[src/hw/rtl/gpwp_pkg.sv]
// shared types, constants and helper functions for the gray pixel word packer
package gpwp_pkg;

  localparam int WordBits = 32;
  localparam int FillW    = 6;
  localparam int DepthW   = 6;
  localparam int ColsW    = 15;
  localparam int PadW     = 5;
  localparam int CfgIdxW  = 1;
  localparam int CfgDataW = 15;

  localparam logic [CfgIdxW-1:0] RegDepth   = 1'b0;
  localparam logic [CfgIdxW-1:0] RegColumns = 1'b1;

  localparam logic [DepthW-1:0] DepthRst = 6'd8;
  localparam logic [ColsW-1:0]  ColsRst  = 15'd32;

  typedef enum logic [1:0] {
    ST_IDLE,
    ST_PAD,
    ST_FLUSH
  } state_t;

  typedef struct packed {
    logic step_pixel;
    logic step_pad;
    logic flush;
    logic out_load;
    logic out_last;
  } cmd_t;

  typedef struct packed {
    logic emits;
    logic row_end;
    logic pad_zero;
    logic pad_last;
    logic fill_nz;
  } stat_t;

  function automatic logic [FillW-1:0] slot_width(input logic [DepthW-1:0] d);
    logic [FillW-1:0] w;
    if (d <= 6'd1) w = 6'd1;
    else if (d == 6'd2) w = 6'd2;
    else if (d <= 6'd4) w = 6'd4;
    else if (d <= 6'd8) w = 6'd8;
    else if (d <= 6'd16) w = 6'd16;
    else w = 6'd32;
    return w;
  endfunction

  function automatic logic [WordBits-1:0] slot_mask(input logic [DepthW-1:0] d);
    logic [WordBits-1:0] m;
    if (d <= 6'd1) m = 32'h0000_0001;
    else if (d == 6'd2) m = 32'h0000_0003;
    else if (d <= 6'd4) m = 32'h0000_000F;
    else if (d <= 6'd8) m = 32'h0000_00FF;
    else if (d <= 6'd16) m = 32'h0000_FFFF;
    else m = 32'hFFFF_FFFF;
    return m;
  endfunction

endpackage

[src/hw/rtl/gpwp_dpath.sv]
// datapath: config registers, accumulator, fill and column counters, output register
module gpwp_dpath (
  input  logic                              clk,
  input  logic                              rst_n,
  input  logic                              cfg_we,
  input  logic [gpwp_pkg::CfgIdxW-1:0]      cfg_index,
  input  logic [gpwp_pkg::CfgDataW-1:0]     cfg_data,
  input  logic [gpwp_pkg::WordBits-1:0]     in_pixel,
  input  gpwp_pkg::cmd_t                    cmd,
  output gpwp_pkg::stat_t                   stat,
  output logic [gpwp_pkg::WordBits-1:0]     out_word,
  output logic                              out_last
);

  logic [gpwp_pkg::DepthW-1:0]   depth_r;
  logic [gpwp_pkg::ColsW-1:0]    cols_r;
  logic [gpwp_pkg::WordBits-1:0] acc_r;
  logic [gpwp_pkg::FillW-1:0]    fill_r;
  logic [gpwp_pkg::ColsW-1:0]    col_r;
  logic [gpwp_pkg::PadW-1:0]     pad_cnt_r;
  logic [gpwp_pkg::WordBits-1:0] word_r;
  logic                          last_r;

  logic [gpwp_pkg::FillW-1:0]    width;
  logic [gpwp_pkg::WordBits-1:0] value;
  logic [gpwp_pkg::WordBits-1:0] acc_ins;
  logic [gpwp_pkg::FillW:0]      fill_sum;
  logic                          emits;
  logic [gpwp_pkg::WordBits-1:0] acc_after;
  logic [gpwp_pkg::FillW-1:0]    fill_after;
  logic [gpwp_pkg::ColsW-1:0]    cols_eff;
  logic [gpwp_pkg::ColsW:0]      count;
  logic                          row_end;
  logic [gpwp_pkg::PadW-1:0]     pad_init;

  always_comb begin
    width      = gpwp_pkg::slot_width(depth_r);
    value      = cmd.step_pixel ? (in_pixel & gpwp_pkg::slot_mask(depth_r)) : '0;
    acc_ins    = acc_r | (value << fill_r[gpwp_pkg::PadW-1:0]);
    fill_sum   = {1'b0, fill_r} + {1'b0, width};
    emits      = fill_sum >= 7'(gpwp_pkg::WordBits);
    acc_after  = emits ? '0 : acc_ins;
    fill_after = emits ? '0 : fill_sum[gpwp_pkg::FillW-1:0];
    cols_eff   = (cols_r == '0) ? 15'd1 : cols_r;
    count      = {1'b0, col_r} + 16'd1;
    row_end    = count >= {1'b0, cols_eff};
    pad_init   = 5'd0 - count[gpwp_pkg::PadW-1:0];
  end

  assign stat.emits    = emits;
  assign stat.row_end  = row_end;
  assign stat.pad_zero = (count[gpwp_pkg::PadW-1:0] == '0);
  assign stat.pad_last = (pad_cnt_r == 5'd1);
  assign stat.fill_nz  = (fill_after != '0);

  always_ff @(posedge clk) begin
    if (!rst_n) begin
      depth_r <= gpwp_pkg::DepthRst;
      cols_r  <= gpwp_pkg::ColsRst;
      acc_r   <= '0;
      fill_r  <= '0;
      col_r   <= '0;
    end else begin
      if (cfg_we) begin
        unique case (cfg_index)
          gpwp_pkg::RegDepth:   depth_r <= cfg_data[gpwp_pkg::DepthW-1:0];
          gpwp_pkg::RegColumns: cols_r  <= cfg_data[gpwp_pkg::ColsW-1:0];
          default: ;
        endcase
      end
      if (cmd.step_pixel || cmd.step_pad) begin
        acc_r  <= acc_after;
        fill_r <= fill_after;
      end else if (cmd.flush) begin
        acc_r  <= '0;
        fill_r <= '0;
      end
      if (cmd.step_pixel) begin
        col_r <= row_end ? '0 : count[gpwp_pkg::ColsW-1:0];
      end
    end
  end

  always_ff @(posedge clk) begin
    if (cmd.step_pixel) begin
      pad_cnt_r <= pad_init;
    end else if (cmd.step_pad) begin
      pad_cnt_r <= pad_cnt_r - 5'd1;
    end
    if (cmd.out_load) begin
      word_r <= cmd.flush ? ~acc_r : ~acc_ins;
      last_r <= cmd.out_last;
    end
  end

  assign out_word = word_r;
  assign out_last = last_r;

endmodule

[src/hw/rtl/gpwp_ctrl.sv]
// controller: pixel, row padding and flush sequencing plus output valid
module gpwp_ctrl (
  input  logic            clk,
  input  logic            rst_n,
  input  logic            in_valid,
  output logic            in_ready,
  output logic            out_valid,
  input  logic            out_ready,
  input  gpwp_pkg::stat_t stat,
  output gpwp_pkg::cmd_t  cmd
);

  gpwp_pkg::state_t state_r;
  gpwp_pkg::state_t state_nxt;
  logic             out_valid_r;
  logic             out_valid_nxt;
  logic             out_free;

  assign out_free = !out_valid_r || out_ready;

  always_comb begin
    state_nxt = state_r;
    unique case (state_r)
      gpwp_pkg::ST_IDLE: begin
        if (in_valid && out_free && stat.row_end) begin
          if (!stat.pad_zero) state_nxt = gpwp_pkg::ST_PAD;
          else if (stat.fill_nz) state_nxt = gpwp_pkg::ST_FLUSH;
        end
      end
      gpwp_pkg::ST_PAD: begin
        if (out_free && stat.pad_last) begin
          state_nxt = stat.fill_nz ? gpwp_pkg::ST_FLUSH : gpwp_pkg::ST_IDLE;
        end
      end
      gpwp_pkg::ST_FLUSH: begin
        if (out_free) state_nxt = gpwp_pkg::ST_IDLE;
      end
      default: state_nxt = gpwp_pkg::ST_IDLE;
    endcase
  end

  always_comb begin
    cmd      = '0;
    in_ready = 1'b0;
    unique case (state_r)
      gpwp_pkg::ST_IDLE: begin
        in_ready       = out_free;
        cmd.step_pixel = in_valid && out_free;
        cmd.out_load   = cmd.step_pixel && stat.emits;
        cmd.out_last   = !(stat.row_end && !stat.pad_zero);
      end
      gpwp_pkg::ST_PAD: begin
        cmd.step_pad = out_free;
        cmd.out_load = out_free && stat.emits;
        cmd.out_last = stat.pad_last;
      end
      gpwp_pkg::ST_FLUSH: begin
        cmd.flush    = out_free;
        cmd.out_load = out_free;
        cmd.out_last = 1'b1;
      end
      default: ;
    endcase
  end

  always_comb begin
    if (cmd.out_load) out_valid_nxt = 1'b1;
    else if (out_ready) out_valid_nxt = 1'b0;
    else out_valid_nxt = out_valid_r;
  end

  always_ff @(posedge clk) begin
    if (!rst_n) begin
      state_r     <= gpwp_pkg::ST_IDLE;
      out_valid_r <= 1'b0;
    end else begin
      state_r     <= state_nxt;
      out_valid_r <= out_valid_nxt;
    end
  end

  assign out_valid = out_valid_r;

endmodule

[src/hw/rtl/gray_pixel_word_packer.sv]
// top level of the gray pixel word packer
//
// in_*: one gray pixel per beat, valid/ready. Only the low slot-width bits
// of in_pixel are used; slot width is 1, 2, 4, 8, 16 or 32 from cfg depth.
// out_*: one packed 32-bit word per beat, bit-inverted, first pixel in the
// low bits; out_last marks the final word caused by one input beat.
// cfg_*: write-only registers, index 0 depth, index 1 columns. The user must
// write them only while the block is idle; the block does not enforce this.
// Throughput: one pixel per cycle while the output side keeps up. A pixel
// that fills a word puts it in the output register at the accepting edge,
// so it shows on out_* in the next cycle. At the end of a row the controller
// places up to 31 zero pad slots, one per cycle while the output side keeps
// up, then flushes any partial word left, and takes no pixel meanwhile.
// Reset: synchronous, depth 8, columns 32, empty word, column zero.
// A stalled receiver holds the output register, and every step that could
// emit (new pixel, pad slot, flush) waits until it drains.
module gray_pixel_word_packer (
  input  logic                          clk,
  input  logic                          rst_n,
  input  logic                          cfg_we,
  input  logic [gpwp_pkg::CfgIdxW-1:0]  cfg_index,
  input  logic [gpwp_pkg::CfgDataW-1:0] cfg_data,
  input  logic                          in_valid,
  output logic                          in_ready,
  input  logic [gpwp_pkg::WordBits-1:0] in_pixel,
  output logic                          out_valid,
  input  logic                          out_ready,
  output logic [gpwp_pkg::WordBits-1:0] out_word,
  output logic                          out_last
);

  gpwp_pkg::cmd_t  cmd;
  gpwp_pkg::stat_t stat;

  gpwp_ctrl u_ctrl (
    .clk       (clk),
    .rst_n     (rst_n),
    .in_valid  (in_valid),
    .in_ready  (in_ready),
    .out_valid (out_valid),
    .out_ready (out_ready),
    .stat      (stat),
    .cmd       (cmd)
  );

  gpwp_dpath u_dpath (
    .clk       (clk),
    .rst_n     (rst_n),
    .cfg_we    (cfg_we),
    .cfg_index (cfg_index),
    .cfg_data  (cfg_data),
    .in_pixel  (in_pixel),
    .cmd       (cmd),
    .stat      (stat),
    .out_word  (out_word),
    .out_last  (out_last)
  );

endmodule

[config.mk]
export PLATFORM = sky130hd
export DESIGN_NAME = gray_pixel_word_packer
export DESIGN_NICKNAME = d
export VERILOG_FILES = /design/src/hw/rtl/gpwp_pkg.sv /design/src/hw/rtl/gpwp_dpath.sv /design/src/hw/rtl/gpwp_ctrl.sv /design/src/hw/rtl/gray_pixel_word_packer.sv
export SDC_FILE = /design/constraint.sdc
export NUM_CORES = 1
export LEC_CHECK = 0
export BUFFER_PORTS_ARGS = -buffer_cell sky130_fd_sc_hd__buf_4
export CORE_UTILIZATION = 40
export CTS_CLUSTER_DIAMETER = 60
export DETAILED_ROUTE_END_ITERATION = 8
export PLACE_DENSITY_LB_ADDON = 0.25
export SETUP_SLACK_MARGIN = 0.4
export SLEW_MARGIN = 20
export SYNTH_ARGS = -nofsm -noshare
export SYNTH_HDL_FRONTEND = slang
export SYNTH_HIERARCHICAL = 1
export SYNTH_SLANG_ARGS = --single-unit
[constraint.sdc]
create_clock -name clk -period 5 [get_ports clk]
set_input_delay 0.75 -clock clk [delete_from_list [all_inputs] [get_ports clk]]
set_output_delay 0.75 -clock clk [all_outputs]
set_load 0.005 [all_outputs]
# Yosys cells after proc, flatten, opt, wreduce, memory -nomap -nowiden
# Cells that the tools add are included.
# word_totals
reg_bits	115
out_inout_bits	35
wordCells	91
# classes
add_sub_neg	4
magnitude_cmp	6
eq_ne	8
n_shift	1
muxes	36
n_bitwise	5
reduce_logical	21
# op_table
cell	count
two-way mux 32 bit	10
inverter 32 bit	2
two-way mux 6 bit	8
bitwise AND 32 bit	1
bitwise OR 32 bit	1
<< shifter 32 x 5 -> 32 bit	1
two-way mux 15 bit	2
adder 15 x 1 -> 16 bit (second input constant)	1
greater-or-equal comparator 16 x 15 -> 1 bit	1
logical NOT 15 bit	1
two-way mux 2 bit	6
one-hot mux 2 bit (3 select lines)	2
two-way mux 5 bit	2
adder 6 x 6 -> 7 bit	1
greater-or-equal comparator 7 x 6 -> 1 bit (second input constant)	1
equality test 6 x 2 -> 1 bit (second input constant)	1
<= comparator 6 x 1 -> 1 bit (second input constant)	1
<= comparator 6 x 3 -> 1 bit (second input constant)	1
<= comparator 6 x 4 -> 1 bit (second input constant)	1
<= comparator 6 x 5 -> 1 bit (second input constant)	1
logical AND 1 bit	6
two-way mux 1 bit	6
inequality test 2 x 1 -> 1 bit (second input constant)	3
nonzero test 2 bit	3
other kinds (14)	18

# Depth between registers and ports, before layout
# depth
depth_word	14
ltp_mapped	17
ltp_nobuf	14

# Modules after synthesis
# Netlist, hierarchy kept.
# modules_own_cells
module	n_inst	cells_each	area_each_um2	seq_area_each_um2
gpwp_dpath	1	841	7449.6	2622.5
gpwp_ctrl	1	29	236.5	60.1

# Worst setup path after synthesis
# No wires, ideal clock.
# synth_timing
path_kind	flip-flop to flip-flop
startpoint	reg u_dpath/depth_r[3] (netlist bit)
endpoint	reg u_dpath.last_r (netlist: u_dpath/out_last) (enable)
setup_ns	0.278
arrival_time_ns	3.390
slack_ns	1.331
stages_incl_launch_ff	15
path_buffers	3
period_less_slack_ns	3.669
path_cell_list	dfxtp_1 clkbuf_1 nor3_1 and2_0 a21boi_0 ha_1 nor2b_1 o21a_1 or4_4 a211o_2 buf_4 o21ai_0 o21ai_0 and2_1 buf_4
# synth_lines
element	line	rtl
start: declaration	gpwp_dpath.sv:15	logic [gpwp_pkg::DepthW-1:0] depth_r;
start signal: assignment	gpwp_dpath.sv:58	depth_r <= gpwp_pkg::DepthRst;
start signal: assignment	gpwp_dpath.sv:66	gpwp_pkg::RegDepth: depth_r <= cfg_data[gpwp_pkg::DepthW-1:0];
end signal: assignment	gpwp_dpath.sv:92	last_r <= cmd.out_last;
end: declaration	gpwp_dpath.sv:22	logic last_r;

# Final worst setup path
# layout_timing
startpoint	reg u_dpath/depth_r[5] (netlist bit)
endpoint	reg u_dpath/acc_r[16] (netlist bit)
# layout_via
elab_chain_cells	12
elab_cells_between_ends	23
classes_between	add/sub (1); order compare (5); eq/ne (1); shift (1); mux (13); bitwise (2)
# layout_rtl
element	line	rtl
branches (longest 10 deep; another with adder 6 x 6 -> 7 bit)	n/a	
two-way mux 32 bit *	gpwp_dpath.sv:42	acc_after = emits ? '0 : acc_ins;
two-way mux 32 bit *	gpwp_dpath.sv:71	if (cmd.step_pixel || cmd.step_pad) begin
end signal: assignment	gpwp_dpath.sv:72	acc_r <= acc_after;
end: declaration	gpwp_dpath.sv:17	logic [gpwp_pkg::WordBits-1:0] acc_r;
# Mark *: on every way between the ends.
# A chain may end at the register's enable or synchronous reset.

==> flow_summary.toml <==
[run_status]
status = "complete, no violations"

[worst_setup_path]
path_max_fanout = 22
critPathMaxStageDelay_ns = 0.62
r2r_cells = 10
cp-start-kind = "flip-flop"
critical_path.startpoint = "u_dpath/depth_r[5]"
reg2reg_from = "u_dpath/depth_r[5]"
end_kind = "flip-flop"
r2r_end = "u_dpath/acc_r[16]"
critPathCapture = "u_dpath/acc_r[16]"
crit_slowest_cell = "a2111oi_4"
path_cells = "nor3_1, and2_0, a21boi_0, ha_1, nor2b_1, o21a_1, or4_4, a2111oi_4, o21ai_2, a211oi_1"
criticalPathCategory = "flip-flop to flip-flop"
rrSetupSlack_ns = 0.88
critical_path_required_ns = 5.33
arrival_ns = 4.45

[routing]
wl_per_cell_um = 20.2
dr.pass1.iters = 5
initialDrtViolationCount = 739
num_vias = 7156
drc = 0
wirelength_mm = 23.6
viasPerCell = 6.11
drtAntennaViolNets = 0

[final_layout]
design_area_um2 = 9030
syn2layout_area_growth_pct = 17.5
layout.nets = 1004
drive_above_1_share = 0.193
mostFrequentLayoutCells = "98 x buf_4, 86 x nand2_1, 76 x a21oi_1"
antenna_cells = 0
final_common_cell = "buf_4"

[global_route]
grt_max_degree = 51
grt_pass1_wl_mm = 36.4
antenna_found_initial = 0
overflow = 0
grt_pass1_vias = 6562
grt_use_total = 0.240

[sta]
period_minus_slack_ns = 4.12
slew_headroom = 0.327
maxSlewViolCount = 0
layout_setup_ws_ns = 0.880
finClkSkew_ns = 0.00539
fmax_mhz = 243
rsz0062_at_grt = "false"
timing_worst_slew_pin_value_ns = 1.01
hold_violations = 0
fin_crit_sh = 0.824
setup_violations = 0
fin_tns_setup_ns = 0

[floorplanning]
chipHeight_um = 141
ios = 88
start_util = 0.410
rows = 50
dieArea_um2 = 19800
dieWidth_um = 141
core_area_um2 = 18800

[power_and_ir_drop]
p_int_mw = 2.15
ir_worst_vdd_mv = 0.250
switching_share = 0.310
power.leakage_nw = 3.40
power_frac_comb = 0.235
switching_power_mw = 0.965
cellPowerDensity_nw_per_um2 = 345
clockPowerShare = 0.406
power_frac_seq = 0.360

[synth]
synth_nets = 949
yosysWarnings = 6
synth_cell_types = 84
synth_ff_type = "dfxtp_1"
ys_ff_latch = 115
syn_inst = 870
synth_edf_count = 38
ys_seq_area_frac = 0.349
async_flop_share = 0
syn_avg_cell_area_um2 = 8.83
syn_area_um2 = 7690

[cts]
clkSinkCount = 115
cts_tree = "done"
numCtsBuffers = 17
ctsHoldBuffers = 0
cts_resized = 0
root_buffer = "clkbuf_16"
clk_latency_ns = 0.42
clk_pin_slew_ns = 0.06
clockBufferDepth = 2
cts_setup_buffers = 0
h-tree-depth = 4

[hold_path]
hp-class = "flip-flop to flip-flop"

[place]
place.gp.congestion = 1.01
post-place-ws_ns = 0.984
io_buffer_count = 87
place_area_um2 = 8410
hpwl_mm = 17.1

[job]
max-cap-violations = 0
## cells in the mapped netlist, types with 17 or more instances
library cell	number	share of area
dfxtp_1	77	0.20
nand2_1	86	0.042
edfxtp_1	38	0.15
buf_2	18	0.012
o211ai_1	20	0.020
mux4_2	17	0.050
mux2i_1	33	0.043
clkbuf_1	33	0.016
a21oi_1	76	0.049
inv_1	46	0.022
o21ai_0	37	0.024
nor2_1	70	0.034
ha_1	25	0.041
## routing by layer
layer  global-route usage  wire [um]
met1                0.326      10600
met2                0.357      10200
met3               0.0615       1950
met4                0.113        890
met5                    0          0
## critical path: cells and delay by family (launching register included)
kind | cells | cell delay, ns
adders and majority gates | 1 | 0.31
DFF | 1 | 0.41
AOI/OAI and AO/OA | 5 | 1.78
and+or+nand+nor | 4 | 1.50
## power by group through the flow
| stage | Combinational [mW] | Clock, mW | Sequential, mW |
|---|---|---|---|
| 2_1_floorplan | 0.482 | 0 | 1.12 |
| 3_3_place_gp | 0.709 | 0 | 1.14 |
| 3_5_place_dp | 0.708 | 0 | 1.14 |
| 4_1_cts | 0.715 | 1.28 | 1.12 |
| 5_1_grt | 0.789 | 1.33 | 1.13 |
| 6_report | 0.731 | 1.26 | 1.12 |
## worst min path at each step
stage                                 start                end  slack, ns  cells after the start
after global routing       u_dpath/acc_r[1]   u_dpath/acc_r[1]       0.47                      2
after detailed placement   u_dpath/acc_r[1]   u_dpath/acc_r[1]       0.44                      2
after floorplan           u_dpath/acc_r[14]  u_dpath/acc_r[14]       0.42                      2
after global placement    u_dpath/acc_r[19]  u_dpath/acc_r[19]       0.43                      2
after CTS                 u_dpath/acc_r[14]  u_dpath/acc_r[14]       0.45                      2
final                     u_dpath/acc_r[14]  u_dpath/acc_r[14]       0.44                      2
## layout make-up
class	instances	area, um2
inverter	52	195
clock inverter	14	178
sequential	115	2690
multi-input combinational	641	4500
fill	1834	9740
clock buffer	18	439
tap	234	293
timing repair buffer	98	736
## registers in the layout, summed over array words and instances (netlist names), 2 cells and up
| name | flops |
|---|---|
| u_dpath/depth_r | 6 |
| u_dpath/pad_cnt_r | 5 |
| u_dpath/acc_r | 32 |
| u_dpath/out_word | 32 |
| u_dpath/fill_r | 6 |
| u_dpath/col_r | 15 |
| u_dpath/cols_r | 15 |
| u_ctrl/state_r | 2 |
## per-stage QoR
stage	hold slack (ns)	std cells	utilization	total power, mW
floorplan	0.423	870	-	1.60
global placement	0.431	1140	0.448	1.85
detailed placement	0.440	1140	0.448	1.85
CTS	0.448	1172	0.481	3.12
global route	0.471	1172	0.481	3.25
finish	0.445	1172	0.481	3.11
## logic make-up (layout without fill, tap and decap cells)
logic type      Yosys count  in the layout  synth area share
compound gates          278            278             0.253
xor+xnor                 20             20            0.0228
fa+ha+maj                26             26            0.0433
buf+inv                 114            182            0.0654
flops                   115            115             0.349
mux                      61             61             0.109
simple gates            256            256             0.158
Power figures use the tool's default switching activity.
